===== config.mk =====
export PLATFORM = sky130hd
export DESIGN_NAME = arith_coder_renormalizer
export DESIGN_NICKNAME = d
export VERILOG_FILES = /design/src/hw/rtl/acr_pkg.sv /design/src/hw/rtl/acr_word_pack.sv /design/src/hw/rtl/arith_coder_renormalizer.sv
export SDC_FILE = /design/constraint.sdc
export NUM_CORES = 1
export LEC_CHECK = 0
export BUFFER_PORTS_ARGS = -buffer_cell sky130_fd_sc_hd__buf_4
export CORE_MARGIN = 2
export CORE_UTILIZATION = 51
export DETAILED_ROUTE_END_ITERATION = 10
export MAX_ROUTING_LAYER = met4
export PLACE_DENSITY = 0.74
export SETUP_SLACK_MARGIN = 0.02
export SLEW_MARGIN = 20
export SYNTH_ARGS = -nofsm -noshare
export SYNTH_HDL_FRONTEND = slang
export SYNTH_SLANG_ARGS = --single-unit
export TNS_END_PERCENT = 100

===== constraint.sdc =====
create_clock -name clock -period 6.9 [get_ports clock]
set_input_delay 1.38 -clock clock [delete_from_list [all_inputs] [get_ports clock]]
set_output_delay 1.38 -clock clock [all_outputs]
set_load 0.005 [all_outputs]

===== src/hw/rtl/acr_pkg.sv =====
// Shared constants, codes and control structs of the arithmetic coder renormalizer.
package acr_pkg;

   localparam int WORD_W            = 32;  // result word and bound port width
   localparam int CNT_W             = 6;   // bit count of one result word, 0..32
   localparam int PEND_W            = 8;   // pending underflow counter width
   localparam int PHASE_W           = 3;   // emitted bits modulo a byte
   localparam int BYTE_BITS         = 8;
   localparam int DEF_RANGE_WIDTH   = 32;
   localparam int DEF_PENDING_MAX   = 255;

   localparam logic CMD_PROCESS = 1'b0;
   localparam logic CMD_FLUSH   = 1'b1;

   // sequencer -> word packer
   typedef struct packed {
      logic bit_en;    // shift one bit into the word
      logic bit_val;
      logic push;      // move the word to the result register
      logic last;      // pushed word closes the item
   } pk_ctrl_type;

   // word packer -> sequencer
   typedef struct packed {
      logic full;      // word holds 32 bits
      logic out_free;  // result register can load this cycle
   } pk_stat_type;

endpackage


===== src/hw/rtl/acr_word_pack.sv =====
// Bit accumulator and result register of the renormalizer.
module acr_word_pack
   import acr_pkg::*;
#(
   parameter int RANGE_WIDTH = DEF_RANGE_WIDTH
) (
   input  logic                   clock,
   input  logic                   reset,
   input  pk_ctrl_type            ctrl,
   output pk_stat_type            stat,
   input  logic [RANGE_WIDTH-1:0] bound_high,
   input  logic [RANGE_WIDTH-1:0] bound_low,
   input  logic                   saturated,
   output logic                   rsp_valid,
   input  logic                   rsp_stall,
   output logic [WORD_W-1:0]      rsp_out_bits,
   output logic [CNT_W-1:0]       rsp_out_count,
   output logic [WORD_W-1:0]      rsp_new_high,
   output logic [WORD_W-1:0]      rsp_new_low,
   output logic                   rsp_pending_saturated,
   output logic                   rsp_last_chunk
);

   logic [WORD_W-1:0] acc_ff, acc_in;
   logic [CNT_W-1:0]  cnt_ff, cnt_in;
   logic              valid_ff, valid_in;
   logic [WORD_W-1:0] bits_ff, high_ff, low_ff;
   logic [CNT_W-1:0]  count_ff;
   logic              sat_ff, last_ff;
   logic              load;

   assign stat.out_free = !valid_ff || !rsp_stall;
   assign stat.full     = (cnt_ff == CNT_W'(WORD_W));
   assign load          = ctrl.push && stat.out_free;

   always_comb begin
      acc_in   = acc_ff;
      cnt_in   = cnt_ff;
      valid_in = valid_ff;
      if (load) begin
         acc_in = '0;
         cnt_in = '0;
      end else if (ctrl.bit_en) begin
         acc_in = {acc_ff[WORD_W-2:0], ctrl.bit_val};
         cnt_in = cnt_ff + 1'b1;
      end
      if (load) begin
         valid_in = 1'b1;
      end else if (!rsp_stall) begin
         valid_in = 1'b0;
      end
   end

   // acc is cleared on reset too: partial words must read zero above the used bits
   always_ff @(posedge clock) begin
      if (reset) begin
         acc_ff   <= '0;
         cnt_ff   <= '0;
         valid_ff <= 1'b0;
      end else begin
         acc_ff   <= acc_in;
         cnt_ff   <= cnt_in;
         valid_ff <= valid_in;
      end
   end

   always_ff @(posedge clock) begin
      if (load) begin
         bits_ff  <= acc_ff;
         count_ff <= cnt_ff;
         high_ff  <= WORD_W'(bound_high);
         low_ff   <= WORD_W'(bound_low);
         sat_ff   <= saturated;
         last_ff  <= ctrl.last;
      end
   end

   assign rsp_valid             = valid_ff;
   assign rsp_out_bits          = bits_ff;
   assign rsp_out_count         = count_ff;
   assign rsp_new_high          = high_ff;
   assign rsp_new_low           = low_ff;
   assign rsp_pending_saturated = sat_ff;
   assign rsp_last_chunk        = last_ff;

endmodule


===== src/hw/rtl/arith_coder_renormalizer.sv =====
// Arithmetic-encoder range renormalizer: bound shifting, underflow tracking, bit output.
//
// One item at a time. A process item shifts both bounds one bit at a time:
// first each matching leading bit (k), then each removed underflow bit (u).
// A separate copy of the high bound then sends out the emitted bits one per
// cycle, unless a full word waits for the result register: the first bit,
// the pending bits (P, the count held before this item), and the other k-1
// bits. Each finished 32-bit word is pushed to the result register, and a
// final step loads the last word. A process item without matching top bits
// emits no bits. A flush item sends a one, then zeros up to the byte
// boundary. req_stall is high from acceptance until the last word of the
// item sits in the result register; that register lets the next item in
// while the last word waits on rsp_stall. Result words are right aligned:
// with out_count c the first bit is at bit c-1. new_high, new_low and
// pending_saturated are the same in every word of an item; a flush reports
// zero bounds and leaves the pending count alone.
module arith_coder_renormalizer
   import acr_pkg::*;
#(
   parameter int RANGE_WIDTH = DEF_RANGE_WIDTH,
   parameter int PENDING_MAX = DEF_PENDING_MAX
) (
   input  logic              clock,
   input  logic              reset,
   input  logic              req_valid,
   output logic              req_stall,
   input  logic              req_command,
   input  logic [WORD_W-1:0] req_range_high,
   input  logic [WORD_W-1:0] req_range_low,
   output logic              rsp_valid,
   input  logic              rsp_stall,
   output logic [WORD_W-1:0] rsp_out_bits,
   output logic [CNT_W-1:0]  rsp_out_count,
   output logic [WORD_W-1:0] rsp_new_high,
   output logic [WORD_W-1:0] rsp_new_low,
   output logic              rsp_pending_saturated,
   output logic              rsp_last_chunk
);

   localparam int W  = RANGE_WIDTH;
   localparam int KW = $clog2(RANGE_WIDTH + 1);

   typedef enum logic [6:0] {
      ST_IDLE  = 7'b0000001,
      ST_SHIFT = 7'b0000010,   // strip matching leading bits
      ST_UFLOW = 7'b0000100,   // strip underflow run below the top bit
      ST_FIRST = 7'b0001000,   // first output bit
      ST_PEND  = 7'b0010000,   // pending bits, inverted
      ST_REST  = 7'b0100000,   // remaining k-1 bits
      ST_DONE  = 7'b1000000    // load final word
   } state_type;

   state_type          state_ff, state_in;
   logic [W-1:0]       hi_ff, hi_in, lo_ff, lo_in, src_ff, src_in;
   logic [KW-1:0]      k_ff, k_in;
   logic [PEND_W-1:0]  pend_cnt_ff, pend_cnt_in;
   logic [PEND_W-1:0]  pending_ff, pending_in;
   logic [PHASE_W-1:0] phase_ff, phase_in;
   logic               first_ff, first_in;
   logic               uflow_hit, pend_at_max;
   pk_ctrl_type        pk_ctrl;
   pk_stat_type        pk_stat;

   assign uflow_hit   = hi_ff[W-1] && !lo_ff[W-1] && !hi_ff[W-2] && lo_ff[W-2];
   assign pend_at_max = (pending_ff == PEND_W'(PENDING_MAX));
   assign req_stall   = (state_ff != ST_IDLE);

   always_comb begin
      state_in    = state_ff;
      hi_in       = hi_ff;
      lo_in       = lo_ff;
      src_in      = src_ff;
      k_in        = k_ff;
      pend_cnt_in = pend_cnt_ff;
      pending_in  = pending_ff;
      first_in    = first_ff;
      pk_ctrl     = '0;

      unique case (state_ff)
         ST_IDLE: begin
            if (req_valid) begin
               if (req_command == CMD_FLUSH) begin
                  // a one, then zeros to the byte boundary
                  hi_in       = '0;
                  lo_in       = '0;
                  src_in      = {1'b1, {(W-1){1'b0}}};
                  k_in        = KW'(BYTE_BITS) - KW'(phase_ff);
                  pend_cnt_in = '0;
                  state_in    = ST_FIRST;
               end else begin
                  hi_in    = req_range_high[W-1:0];
                  lo_in    = req_range_low[W-1:0];
                  src_in   = req_range_high[W-1:0];
                  k_in     = '0;
                  state_in = ST_SHIFT;
               end
            end
         end
         ST_SHIFT: begin
            // fill bits never match, so the run ends by itself at k = W
            if (hi_ff[W-1] == lo_ff[W-1]) begin
               hi_in = {hi_ff[W-2:0], 1'b1};
               lo_in = {lo_ff[W-2:0], 1'b0};
               k_in  = k_ff + 1'b1;
            end else begin
               if (k_ff != '0) begin
                  pend_cnt_in = pending_ff;
                  pending_in  = '0;
               end
               state_in = ST_UFLOW;
            end
         end
         ST_UFLOW: begin
            if (uflow_hit) begin
               hi_in = {1'b1, hi_ff[W-3:0], 1'b1};
               lo_in = {1'b0, lo_ff[W-3:0], 1'b0};
               if (!pend_at_max) begin
                  pending_in = pending_ff + 1'b1;
               end
            end else begin
               state_in = (k_ff != '0) ? ST_FIRST : ST_DONE;
            end
         end
         ST_FIRST: begin
            // word is empty here: the previous item's last word has left
            pk_ctrl.bit_en  = 1'b1;
            pk_ctrl.bit_val = src_ff[W-1];
            first_in        = src_ff[W-1];
            src_in          = {src_ff[W-2:0], 1'b0};
            state_in        = ST_PEND;
         end
         ST_PEND: begin
            if (pend_cnt_ff == '0) begin
               state_in = ST_REST;
            end else if (pk_stat.full) begin
               pk_ctrl.push = 1'b1;
            end else begin
               pk_ctrl.bit_en  = 1'b1;
               pk_ctrl.bit_val = !first_ff;
               pend_cnt_in     = pend_cnt_ff - 1'b1;
            end
         end
         ST_REST: begin
            if (k_ff[KW-1:1] == '0) begin
               state_in = ST_DONE;
            end else if (pk_stat.full) begin
               pk_ctrl.push = 1'b1;
            end else begin
               pk_ctrl.bit_en  = 1'b1;
               pk_ctrl.bit_val = src_ff[W-1];
               src_in          = {src_ff[W-2:0], 1'b0};
               k_in            = k_ff - 1'b1;
            end
         end
         ST_DONE: begin
            pk_ctrl.push = 1'b1;
            pk_ctrl.last = 1'b1;
            if (pk_stat.out_free) begin
               state_in = ST_IDLE;
            end
         end
         default: begin
            state_in = ST_IDLE;
         end
      endcase
   end

   assign phase_in = pk_ctrl.bit_en ? phase_ff + 1'b1 : phase_ff;

   always_ff @(posedge clock) begin
      if (reset) begin
         state_ff   <= ST_IDLE;
         pending_ff <= '0;
         phase_ff   <= '0;
      end else begin
         state_ff   <= state_in;
         pending_ff <= pending_in;
         phase_ff   <= phase_in;
      end
   end

   always_ff @(posedge clock) begin
      hi_ff       <= hi_in;
      lo_ff       <= lo_in;
      src_ff      <= src_in;
      k_ff        <= k_in;
      pend_cnt_ff <= pend_cnt_in;
      first_ff    <= first_in;
   end

   acr_word_pack #(
      .RANGE_WIDTH (RANGE_WIDTH)
   ) u_pack (
      .clock                 (clock),
      .reset                 (reset),
      .ctrl                  (pk_ctrl),
      .stat                  (pk_stat),
      .bound_high            (hi_ff),
      .bound_low             (lo_ff),
      .saturated             (pend_at_max),
      .rsp_valid             (rsp_valid),
      .rsp_stall             (rsp_stall),
      .rsp_out_bits          (rsp_out_bits),
      .rsp_out_count         (rsp_out_count),
      .rsp_new_high          (rsp_new_high),
      .rsp_new_low           (rsp_new_low),
      .rsp_pending_saturated (rsp_pending_saturated),
      .rsp_last_chunk        (rsp_last_chunk)
   );

   // only the closing word of an item may be short
   a_short_word_is_last: assert property (@(posedge clock) disable iff (reset)
      (rsp_valid && !rsp_last_chunk) |-> (rsp_out_count == CNT_W'(WORD_W)))
      else $error("non-final result word is not full");

   // pending count stays within its limit
   a_pending_limit: assert property (@(posedge clock) disable iff (reset)
      (pending_ff <= PEND_W'(PENDING_MAX)))
      else $error("pending underflow count above limit");

   // leading-bit count never runs past the bound width
   a_k_limit: assert property (@(posedge clock) disable iff (reset)
      (state_ff == ST_SHIFT) |-> (k_ff <= KW'(RANGE_WIDTH)))
      else $error("matching bit count above range width");

   // a bit is never shifted into a full word
   a_no_overfill: assert property (@(posedge clock) disable iff (reset)
      pk_stat.full |-> !pk_ctrl.bit_en)
      else $error("bit emitted into a full word");

endmodule

-- Yosys cells after proc, flatten, opt, wreduce, memory -nomap -nowiden
Cells that the tools add are included.
- bits in registers: 272
- bits in latches: 0
- RAM bits: 0
- memory bits (read-only): 0
- output and inout bits: 106
- logic and storage cells: 129
- memories: 0
- add/sub/neg operators: 7
- multiply operators: 0
- divide/modulo/power cells: 0
- magnitude comparators: 0
- eq/ne operators: 27
- shift operators: 0
- muxes and demuxes: 52
- bitwise logic cells: 0
- reductions and logical operators: 25
- operator list (kind ; count):
    $mux 32 ; 12
    $pmux 32 s3 ; 3
    $mux 8 ; 10
    $mux 7 ; 7
    $pmux 7 s7 ; 1
    $mux 6 ; 5
    $ne 2x2->1 const B ; 14
    $pmux 8 s3 ; 1
    $pmux 6 s3 ; 1
    $pmux 8 s2 ; 1
    $add 6x1->6 const B ; 2
    $reduce_bool 3->1 ; 4
    $reduce_and 5->1 ; 2
    $add 8x1->8 const B ; 1
    $eq 8x8->1 const B ; 1
    $logic_not 8->1 ; 1
    $reduce_and 4->1 ; 2
    $sub 8x1->8 const B ; 1
    $eq 7x1->1 const B ; 1
    $eq 7x2->1 const B ; 1
    $eq 7x3->1 const B ; 1
    $eq 7x4->1 const B ; 1
    $eq 7x5->1 const B ; 1
    $eq 7x6->1 const B ; 1
    other kinds (23) ; 36

-- Depth between registers and ports, before layout
Gate-level depths: netlist (run 1).
- depth after elaboration: 6
- gate-level depth with buffers: 10

-- Hierarchy
A second synthesis (run 1) with hierarchy kept.
- cell total of the unflattened synthesis: 881
- area, all modules: 11140.7 um^2
- modules (own cells, without submodules) (module ; times used ; cells an instance ; area an instance (um^2)):
    arith_coder_renormalizer ; 1 ; 637 ; 6548.8
    acr_word_pack ; 1 ; 244 ; 4591.9

-- Worst setup path before layout (run 1)
No wires, ideal clock.
- path type: reg2reg
- start: register state_ff[1]
- end: register u_pack.last_ff, in the netlist u_pack.rsp_last_chunk (enable)
- data arrival time: 6.479 ns
- path slack: -0.180 ns
- stages on the path, launching flop included: 8
- period minus slack after synthesis: 7.080 ns
- path through: dfxtp_1 buf_2 nor4_4 nand3_1 o22ai_1 buf_4 a21oi_1 a21oi_1
- word-level cells in the longest chain between the ends: 3
- RTL lines (item ; RTL line ; text):
    start, declared ; arith_coder_renormalizer.sv:53 ; state_type state_ff, state_in;
    start signal, assigned ; arith_coder_renormalizer.sv:176 ; state_ff <= state_in;
    $eq 7x7->1 (tied with other cells) ; arith_coder_renormalizer.sv:79 ; unique case (state_ff)
    $pmux 1 s3 (*) ; arith_coder_renormalizer.sv:79 ;
    $logic_and 1x1->1 (*) ; acr_word_pack.sv:34 ; assign load = ctrl.push && stat.out_free;
    net u_pack.load ; acr_word_pack.sv:30 ; logic load;
    end signal, assigned ; acr_word_pack.sv:74 ; last_ff <= ctrl.last;
    end, declared ; acr_word_pack.sv:29 ; logic sat_ff, last_ff;
Mark *: on every way through the listed nets, which the timed path passes. The rest lies on a longest branch.
A chain may end at the register's enable or synchronous reset.

-- Final worst setup path (run 1)
- start: register state_ff[6]
- end: register u_pack.high_ff[27], in the netlist u_pack.rsp_new_high[27] (enable)
- word-level cells in the longest chain between the ends: 3
- RTL lines (item ; RTL line ; text):
    $eq 7x7->1 (tied with other cells) ; arith_coder_renormalizer.sv:79 ;
    $pmux 1 s3 (*) ; arith_coder_renormalizer.sv:79 ;
    $logic_and 1x1->1 (*) ; acr_word_pack.sv:34 ;
    net u_pack.load ; acr_word_pack.sv:30 ;
    end signal, assigned ; acr_word_pack.sv:71 ; high_ff <= WORD_W'(bound_high);
    end, declared ; acr_word_pack.sv:27 ; logic [WORD_W-1:0] bits_ff, high_ff, low_ff;
Marks and branches as above.

==> results of run 1 <==
-- state kept, by name, summed over array words and instances (netlist names) --
signal,cells
phase_ff,3
u_pack.rsp_new_high,32
state_ff,7
u_pack.rsp_new_low,32
lo_ff,32
u_pack.rsp_out_count,6
u_pack.rsp_out_bits,32
u_pack.rsp_valid,1
pending_ff,8
src_ff,32
u_pack.rsp_pending_saturated,1
u_pack.acc_ff,32
first_ff,1
u_pack.cnt_ff,6
hi_ff,32
u_pack.rsp_last_chunk,1
pend_cnt_ff,8
k_ff,6
-- cells by family (layout without fill, tap and decap cells) --
| family | count (synthesis) | count (layout) | synth area share |
|---|---|---|---|
| flip-flops | 272 | 272 | 0.675 |
| buffers and inverters | 81 | 256 | 0.0296 |
| multiplexers | 4 | 4 | 0.00367 |
| adder cells (fa/ha/maj) | 13 | 13 | 0.0151 |
| XOR/XNOR | 20 | 20 | 0.0156 |
| AND/OR/NAND/NOR | 347 | 347 | 0.143 |
| other | 0 | 1 | 0 |
| AO/OA/AOI/OAI | 225 | 225 | 0.117 |
-- layout make-up --
| class | count | area [um^2] | area share |
|---|---|---|---|
| Sequential cell | 272 | 7600 | 0.547 |
| Tap cell | 280 | 350 | 0.0252 |
| Multi-Input combinational cell | 609 | 3390 | 0.244 |
| Antenna cell | 1 | 2.50 | 0.000180 |
| Clock inverter | 20 | 315 | 0.0227 |
| Clock buffer | 32 | 736 | 0.0529 |
| Timing Repair Buffer | 188 | 1450 | 0.104 |
| Inverter | 16 | 60.1 | 0.00432 |
-- metrics by stage --
stage / std cells / worst slack (ns)
4_1_cts: 1416 / 3.11
5_1_grt: 1418 / 2.79
6_report: 1418 / 3.09
3_5_place_dp: 1364 / 3.13
3_3_place_gp: 1363 / 3.00
2_1_floorplan: 962 / 1.64
-- worst register-to-register path: cells and delay by family, from the launching register on --
family,cells,cell delay (ns)
DFF,1,0.37
and+or+nand+nor,2,0.88
buffers and inverters,3,1.32
AOI/OAI and AO/OA,3,0.89
-- layout by cell type, fill, tap and decap left out, drive strengths merged, types with 3 or more instances in the layout --
master and n:
edfxtp 215, buf 188, nand2 180, o21ai 111, nand3 77, dfxtp 57
a31oi 38, nor2 35, a22oi 32, clkbuf 32, a21oi 26, inv 17
xnor2 14, ha 12, nor3 10, clkinv 10, bufinv 7, and3 7
xor2 6, nor3b 6, nor4 5, nand2b 4, nor2b 4, or4 4
mux2i 3, o21a 3, a311oi 3
-- layer usage --
| metal | vias up | wire length [um] | GRT usage | share of wire |
|---|---|---|---|---|
| met3 | 41 | 1730 | 0.0384 | 0.070 |
| met1 | 3877 | 10700 | 0.284 | 0.43 |
| met4 | 0 | 641 | 0.0692 | 0.026 |
| li1 | 3853 | - | - | - |
| met5 | - | 0 | - | 0 |
| met2 | 275 | 11900 | 0.337 | 0.48 |
-- how the worst min path moves through the flow --
| stage | endpoint | cells after the start |
|---|---|---|
| final | u_pack.rsp_new_low[27]$_DFFE_PP_ | 0 |
| after global routing | u_pack.rsp_new_high[26]$_DFFE_PP_ | 0 |
| after CTS | u_pack.rsp_new_high[26]$_DFFE_PP_ | 0 |
| after detailed placement | u_pack.rsp_new_high[29]$_DFFE_PP_ | 0 |
| after global placement | u_pack.rsp_new_high[25]$_DFFE_PP_ | 0 |
| after floorplan | u_pack.rsp_out_count[2]$_DFFE_PP_ | 0 |
-- where the power goes --
group	switching, mW	internal [mW]
combinational	0.322	0.154
clock	0.641	1.04
sequential	0.138	2.16
total	1.10	3.35
==> metrics.csv, run 1 <==
stage;metric;value;unit
worst_setup_path;critical_path.cell_chain;nor4_4 > nand3_1 > o22ai_2 > buf_4 > a21oi_1 > a21oi_4 > buf_4 > buf_16;
hold_path;min_path_type;reg -> reg;
synthesis;synth-seq-area-share;0.675;
clocking;cts-root-buf;clkbuf_16;
synthesis;synth_common_cells;edfxtp_1 (215), nand2_1 (180), o21ai_0 (109);
routing;vias_per_cell;5.67;
worst_setup_path;crit_start;state_ff[6]$_SDFFE_PP0P_;
timing;layout_worst_path_cycle_share;0.553;
timing;rsz0062_at_grt;false;
clocking;post_cts.repair.setup_buffers;0;
power;power.leakage;4.92;nW
timing;hold_ws;0.447;ns
finish;layout.cell_area.non_filler;13900;um^2
grt;grt_util_all_layers;0.213;
synthesis;yosys.cell_types.count;56;
worst_setup_path;cp_slowest_cell;buf_4;
worst_setup_path;worst_r2r_path_depth;8;
clocking;h-tree-depth;1;
timing;setup_violations;0;
finish;layout.core_utilization;0.639;
timing;clock-skew-final;0.00985;ns
worst_setup_path;crit_top_cell;buf_4;
timing;timing.final.max_slew_violations;0;
worst_setup_path;worstPathArrival;4.03;ns
worst_setup_path;timing_worst_setup_path_type;reg -> reg;
clocking;cts-resized-gates;0;
worst_setup_path;slowest_stage_delay_on_critical_path;0.57;ns
worst_setup_path;worst_reg2reg_path_startpoint;state_ff[6]$_SDFFE_PP0P_;
timing;max-slew-margin-rel;0.369;
grt;grt_pass1_wl;39500;um
placement;place.gp.congestion;0.811;
synthesis;syn-mean-instance-area;11.7;um^2
synthesis;synth-async-reset-ratio;0;
clocking;number_of_buffers_created_by_cts;28;
die;die_h;153;um
grt;grt_start_max_net_pins;122;
timing;maxClockFrequency;0.262;GHz
outcome;result_of_the_run;finished, final reports clean;
job;maxCapViolations;0;
timing;hold_violations;0;
synthesis;syn-cell-area;11200;um^2
power;p_total;4.45;mW
routing;first_pass_iters;7;
worst_setup_path;timing.reg2reg.setup_slack;3.09;ns
worst_setup_path;worst_r2r_endpoint;u_pack.rsp_new_high[27]$_DFFE_PP_;
timing;min_period;3.81;ns
clocking;tritoncts;done;
grt;global_route.overflow_total;0;
synthesis;yosysTopAreaCellShare;0.574;
finish;final_layout_size_suffix_gt1_frac;0.225;
finish;num-fill-cells;1626;
placement;dpl-instance-area;12800;um^2
synthesis;synthDominantAreaCellType;edfxtp_1;
grt;antenna_found_initial;1;
routing;drc;0;
synthesis;yosysWarnings;0;
worst_setup_path;crit_required;7.12;ns
worst_setup_path;critical_path.endpoint_type;register;
hold_path;hold_path_startpoint;lo_ff[27]$_DFFE_PP_;
placement;post-dp-hpwl;15400;um
placement;place.port_buffers;174;
power;power.ir.vdd_worst;212;uV
routing;route.detailed.wl_per_inst;17.6;um
worst_setup_path;crit_family;buffers and inverters;
synthesis;yosysMostFrequentCell;edfxtp_1;
synthesis;ys_seq_elements;272;
finish;area.growth.synth_to_final;23.6;%
die;core;21800;um^2
die;io_pins;175;
synthesis;synthFlopType;edfxtp_1;
die;chipWidth;153;um
clocking;clockBufferDepth;3;
finish;design.final.nets;1197;
die;die-area;23300;um^2
worst_setup_path;timing.critical_path.fanout_max;49;
synthesis;post_synth_inst_count;962;
synthesis;syn-num-nets;1044;
timing;timing_worst_slew_pin_value;0.941;ns
die;rows;54;
clocking;clock_latency;0.54;ns
worst_setup_path;setup.worst_path.start_class;register;
routing;wl;24900;um
synthesis;synthTopCellsByArea;edfxtp_1 (57%), dfxtp_1 (10%), nand2_1 (6.0%);
synthesis;synth-edff-count;215;
grt;via_count_of_the_first_global_routing_pass;7620;
timing;timing.setup.tns;0;ns
die;initial_core_utilization;0.517;
clocking;clkSlewWorstSetupHoldPaths;0.06;ns
routing;antenna_left;0;
routing;detailedRoute.firstIterationViolations;565;
routing;route.vias.total;8046;
clocking;holdBufCountCts;0;
worst_setup_path;worstSetupEndpoint;u_pack.rsp_new_high[27]$_DFFE_PP_;
power;power.density_cell_area;320;nW/um^2
worst_setup_path;path_depth;8;
worst_setup_path;critical_path_buf_inv_count;3;
clocking;total_clock_sinks;272;
(Power assumes the default switching activity.)
==> run 2, diff against run 1 <==
CORE_UTILIZATION = 57   (was 51)
PLACE_DENSITY = 0.78   (was 0.74)
clock period = 3.7 ns   (was 6.9 ns; I/O delays follow)
==> metrics.csv, run 2 (synthesis gave the netlist of run 1 again) <==
stage;metric;value;unit
timing;final_critical_path_setup_slack;0.719;ns
die;io_pins;175;
worst_setup_path;cp_slowest_cell;nor3_1;
clocking;tritoncts;done;
clocking;h-tree-depth;1;
clocking;total_clock_sinks;272;
finish;final_layout_size_suffix_gt1_frac;0.224;
die;rows;51;
grt;grt_util_all_layers;0.236;
power;power.ir.vdd_worst;429;uV
clocking;clock_latency;0.53;ns
die;core;19400;um^2
clocking;clockBufferDepth;3;
job;maxCapViolations;0;
clocking;cts-resized-gates;0;
routing;route.vias.total;8046;
grt;grt_pass1_wl;38000;um
placement;place.port_buffers;174;
placement;pre_cts_ws;0.815;ns
finish;mostFrequentLayoutCell;edfxtp_1;
timing;clock-skew-final;0.00903;ns
worst_setup_path;worst_reg2reg_path_startpoint;state_ff[6]$_SDFFE_PP0P_;
clocking;cts-root-buf;clkbuf_16;
timing;hold_violations;0;
timing;min_period;2.98;ns
worst_setup_path;timing_worst_setup_path_type;reg -> out;
worst_setup_path;crit_start;state_ff[4]$_SDFFE_PP0P_;
worst_setup_path;worst_r2r_endpoint;u_pack.acc_ff[6]$_SDFFE_PP0P_;
finish;area.growth.synth_to_final;23.3;%
worst_setup_path;timing.reg2reg.setup_slack;0.80;ns
routing;antenna_left;0;
timing;hold_ws;0.448;ns
timing;timing.final.max_slew_violations;0;
hold_path;min_path_cells;0;
placement;place.gp.congestion;0.840;
hold_path;min_path_type;reg -> reg;
power;power.leakage;4.93;nW
routing;detailedRoute.firstIterationViolations;746;
clocking;post_cts.repair.setup_buffers;0;
worst_setup_path;slowest_stage_delay_on_critical_path;0.58;ns
hold_path;hold_path_startpoint;lo_ff[14]$_DFFE_PP_;
finish;layout.core_utilization;0.715;
grt;grt_start_max_net_pins;83;
finish;antennaDiodeCount;0;
timing;maxClockFrequency;0.335;GHz
worst_setup_path;worst_r2r_path_depth;6;
timing;layout_worst_path_cycle_share;0.806;
die;die-area;20900;um^2
worst_setup_path;timing.critical_path.fanout_max;11;
grt;via_count_of_the_first_global_routing_pass;7377;
finish;design.final.nets;1201;
die;die_h;144;um
routing;route.detailed.wl_per_inst;17.5;um
clocking;holdBufCountCts;0;
power;power.density_cell_area;597;nW/um^2
routing;drc;0;
routing;vias_per_cell;5.72;
worst_setup_path;critical_path.endpoint_type;output port;
grt;antenna_found_initial;0;
timing;max-slew-margin-rel;0.347;
worst_setup_path;crit_family;simple AND/OR/NAND/NOR gates;
timing;setup_violations;0;
placement;post-dp-hpwl;15600;um
clocking;clkSlewWorstSetupHoldPaths;0.06;ns
worst_setup_path;critical_path.cell_chain;nor3_1 > nand2_1 > buf_4;
timing;timing.setup.tns;0;ns
worst_setup_path;critical_path_buf_inv_count;1;
die;initial_core_utilization;0.580;
grt;global_route.overflow_total;0;
worst_setup_path;worstPathArrival;2.24;ns
finish;layout_common_cells;edfxtp_1 (215), buf_4 (190), nand2_1 (180), o21ai_0 (109), nand3_1 (76);
die;chipWidth;144;um
clocking;number_of_buffers_created_by_cts;28;
routing;wl;24600;um
routing;first_pass_iters;5;
worst_setup_path;crit_required;2.96;ns
timing;rsz0062_at_grt;false;
worst_setup_path;setup.worst_path.start_class;register;
outcome;result_of_the_run;finished, final reports clean;
hold_path;hold_end;u_pack.rsp_new_low[14]$_DFFE_PP_;
timing;timing_worst_slew_pin_value;0.975;ns
run 2: cell count changes in the layout (fill, tap and decap cells not counted), sizes merged:
cell      before  now
buf          188  192
clkbuf        32   31
clkinvlp       2    1
diode          1    0
clkinv        10   12
run 2: how the worst max path moves through the flow:
stage	endpoint	slack, ns	cells after the start
after floorplan	hi_ff[0]$_DFFE_PP_	0.08	4
after global placement	u_pack.acc_ff[5]$_SDFFE_PP0P_	0.95	6
after detailed placement	u_pack.acc_ff[6]$_SDFFE_PP0P_	0.81	6
after CTS	req_stall	0.77	3
after global routing	u_pack.acc_ff[29]$_SDFFE_PP0P_	0.56	6
final	req_stall	0.72	3
run 2: per-layer routing:
metal | vias to the layer above | wire length, um | GRT usage
met5 | - | 0 | -
met2 | 305 | 12000 | 0.370
met4 | 0 | 503 | 0.0583
met3 | 38 | 1700 | 0.0467
met1 | 3846 | 10300 | 0.323
li1 | 3857 | - | -
run 2: worst register-to-register path, delay by kind of cell (launching register included):
| family | cells | cell delay, ns |
|---|---|---|
| DFF | 1 | 0.38 |
| and+or+nand+nor | 2 | 0.84 |
| buffers and inverters | 1 | 0.27 |
| AOI/OAI and AO/OA | 3 | 1.25 |
run 2: layout make-up:
type | instances | area [um^2]
Clock buffer | 31 | 733
Clock inverter | 21 | 287
Inverter | 16 | 60.1
Tap cell | 265 | 332
Sequential cell | 272 | 7600
Multi-Input combinational cell | 609 | 3390
Fill cell | 1385 | 5530
Timing Repair Buffer | 192 | 1470
run 2: metrics by stage:
| step | instances | instance area, um^2 | total power [mW] |
|---|---|---|---|
| 2_1_floorplan | 962 | 11300 | 4.86 |
| 3_3_place_gp | 1354 | 12800 | 5.20 |
| 3_5_place_dp | 1354 | 12800 | 5.26 |
| 4_1_cts | 1406 | 13900 | 8.31 |
| 5_1_grt | 1406 | 13900 | 8.58 |
| 6_report | 1406 | 13900 | 8.27 |
run 2: report_power, final:
group / leakage [nW] / switching (mW) / internal [mW] / total [mW]
combinational: 1.91 / 0.614 / 0.317 / 0.932
clock: 0.500 / 1.15 / 1.92 / 3.06
sequential: 2.52 / 0.264 / 4.01 / 4.28
total: 4.93 / 2.03 / 6.25 / 8.27
==> run 3, diff against run 2 <==
ABC_AREA = 1   (was not set)
clock period = 2.95 ns   (was 3.7 ns; I/O delays follow)
==> metrics.csv, run 3 <==
stage;metric;value;unit
power;power.density_cell_area;813;nW/um^2
clocking;clockBufferDepth;3;
finish;layout.core_utilization;0.699;
clocking;clkSlewWorstSetupHoldPaths;0.06;ns
timing;rsz0062_at_grt;false;
timing;clock-skew-final;0.0250;ns
worst_setup_path;timing.critical_path.fanout_max;43;
finish;finalNonFillerCells;1632;
grt;grt_pass1_wl;40200;um
clocking;number_of_buffers_created_by_cts;27;
worst_setup_path;worst_reg2reg_path_startpoint;state_ff[6]$_SDFFE_PP0P_;
die;die-area;21800;um^2
grt;global_route.overflow_total;0;
synthesis;synth-xor-area-share;0.00597;
placement;place.gp.congestion;0.861;
grt;antenna_found_initial;0;
timing;timing_worst_slew_pin_value;0.589;ns
placement;pre_cts_ws;0.617;ns
clocking;clock_latency;0.53;ns
synthesis;syn-cell-area;11700;um^2
synthesis;mux_cell_area_share_after_synthesis;0;
synthesis;synth_common_cells;nand2_1 (400), edfxtp_1 (215), inv_1 (114);
synthesis;yosysTopAreaCellShare;0.550;
die;rows;52;
synthesis;yosysWarnings;0;
timing;maxClockFrequency;0.421;GHz
clocking;post_cts.repair.setup_buffers;0;
worst_setup_path;crit_start;state_ff[6]$_SDFFE_PP0P_;
clocking;cts-resized-gates;0;
finish;num-fill-cells;1465;
worst_setup_path;timing.reg2reg.setup_slack;0.57;ns
power;p_total;11.5;mW
routing;route.vias.total;8588;
die;die_h;148;um
hold_path;min_path_type;in -> reg;
hold_path;hold_end;lo_ff[8]$_DFFE_PP_;
synthesis;synth-seq-area-share;0.647;
timing;min_period;2.38;ns
finish;antennaDiodeCount;0;
placement;placed_cells_incl_taps;1583;
clocking;tritoncts;done;
finish;final_layout_size_suffix_gt1_frac;0.210;
clocking;cts-root-buf;clkbuf_16;
timing;hold_ws;0.371;ns
timing;timing.setup.tns;0;ns
synthesis;synthDominantAreaCellType;edfxtp_1;
synthesis;yosysMostFrequentCell;nand2_1;
synthesis;ys_seq_elements;272;
synthesis;yosys.cell_types.count;33;
timing;final_critical_path_setup_slack;0.575;ns
placement;dpl-instance-area;13200;um^2
worst_setup_path;setup.worst_path.start_class;register;
timing;layout_worst_path_cycle_share;0.805;
synthesis;synth_simple_gate_area_share;0.242;
worst_setup_path;crit_top_cell;nand2_1;
finish;mostFrequentLayoutCell;nand2_1;
clocking;holdBufCountCts;0;
synthesis;synthFlopType;edfxtp_1;
synthesis;synthAdderAreaFrac;0.0145;
placement;post-dp-hpwl;15700;um
synthesis;synthTopCellsByArea;edfxtp_1 (55%), nand2_1 (13%), dfxtp_1 (9.7%);
grt;grt_util_all_layers;0.233;
finish;design.final.nets;1424;
die;core;20200;um^2
routing;vias_per_cell;5.26;
synthesis;syn-mean-instance-area;9.99;um^2
synthesis;synth-edff-count;215;
synthesis;synth_top_family_by_area;simple AND/OR/NAND/NOR gates;
worst_setup_path;worst_r2r_path_depth;9;
routing;first_pass_iters;5;
timing;setup_violations;0;
die;initial_core_utilization;0.580;
synthesis;post_synth_inst_count;1175;
routing;drc;0;
outcome;result_of_the_run;finished, final reports clean;
finish;area.growth.synth_to_final;20.5;%
die;chipWidth;148;um
die;io_pins;175;
hold_path;min_path_cells;3;
worst_setup_path;cp_slowest_cell;nand3_4;
timing;max-slew-margin-rel;0.606;
routing;route.detailed.wl_per_inst;15.2;um
worst_setup_path;crit_required;3.41;ns
worst_setup_path;worstPathArrival;2.84;ns
job;maxCapViolations;0;
finish;layout.cell_area.non_filler;14100;um^2
power;power.ir.vdd_worst;623;uV
synthesis;synth-async-reset-ratio;0;
worst_setup_path;timing_worst_setup_path_type;reg -> reg;
clocking;total_clock_sinks;272;
hold_path;hold_path_startpoint;req_range_low[8];
grt;grt_start_max_net_pins;89;
placement;place.port_buffers;174;
grt;via_count_of_the_first_global_routing_pass;8149;
worst_setup_path;critical_path.cell_chain;nor2_1 > nand2_1 > nor2_4 > nand3_4 > nand3_4 > nand2_1 > nand2_1 > inv_1 > nor2_2;
synthesis;syn-num-nets;1257;
routing;antenna_left;0;
timing;timing.final.max_slew_violations;0;
clocking;h-tree-depth;1;
routing;wl;24800;um
worst_setup_path;slowest_stage_delay_on_critical_path;0.58;ns
finish;layout_common_cells;nand2_1 (400), edfxtp_1 (215), buf_4 (183), inv_1 (111), nor2_1 (93);
worst_setup_path;critical_path.endpoint_type;register;
timing;hold_violations;0;
worst_setup_path;worst_r2r_endpoint;u_pack.cnt_ff[4]$_SDFFE_PP0P_;
routing;detailedRoute.firstIterationViolations;663;
power;power.leakage;6.08;nW
synthesis;compound_gate_fraction_of_synth_area;0.0241;
-- run 3: cell families after synthesis --
kind of cell    Yosys count
compound gates           52
xor+xnor                  8
fa+ha+maj                13
buf+inv                 174
flops                   272
simple gates            656
-- run 3: power breakdown --
part | switching (mW) | leakage [nW] | internal [mW]
clock | 1.39 | 0.444 | 2.04
sequential | 0.412 | 2.50 | 5.54
combinational | 1.53 | 3.14 | 0.584
total | 3.34 | 6.08 | 8.16
-- run 3: worst max-delay path: cells and delay by family (launching register included) --
family	cells	cell delay [ns]
AND/OR/NAND/NOR	8	1.87
flip-flops	1	0.36
buffers and inverters	1	0.05
-- run 3: metal layers --
metal,global-route usage,vias to the layer above,wire length (um)
met3,0.0278,48,1460
met5,-,-,0
met4,0.0740,0,714
met1,0.308,4041,10500
met2,0.384,310,12200
li1,-,4189,-
-- run 3: worst max path at each step --
stage                                                  to  cells after the start  slack (ns)
final                       u_pack.cnt_ff[4]$_SDFFE_PP0P_                      9        0.57
after global routing       u_pack.acc_ff[13]$_SDFFE_PP0P_                      9        0.30
after CTS                  u_pack.acc_ff[10]$_SDFFE_PP0P_                      9        0.60
after detailed placement   u_pack.acc_ff[10]$_SDFFE_PP0P_                      9        0.62
after global placement           phase_ff[2]$_SDFFE_PP0P_                      8        0.68
after floorplan           u_pack.rsp_last_chunk$_DFFE_PP_                      9       -0.06
-- run 3: layout make-up --
type	instances	area, um^2	area share
clock buffer	38	790	0.0558
inverter	125	473	0.0334
multi-input combinational	729	3390	0.239
timing repair buffer	187	1450	0.103
clock inverter	11	110	0.00778
tap	270	338	0.0239
sequential	272	7600	0.537
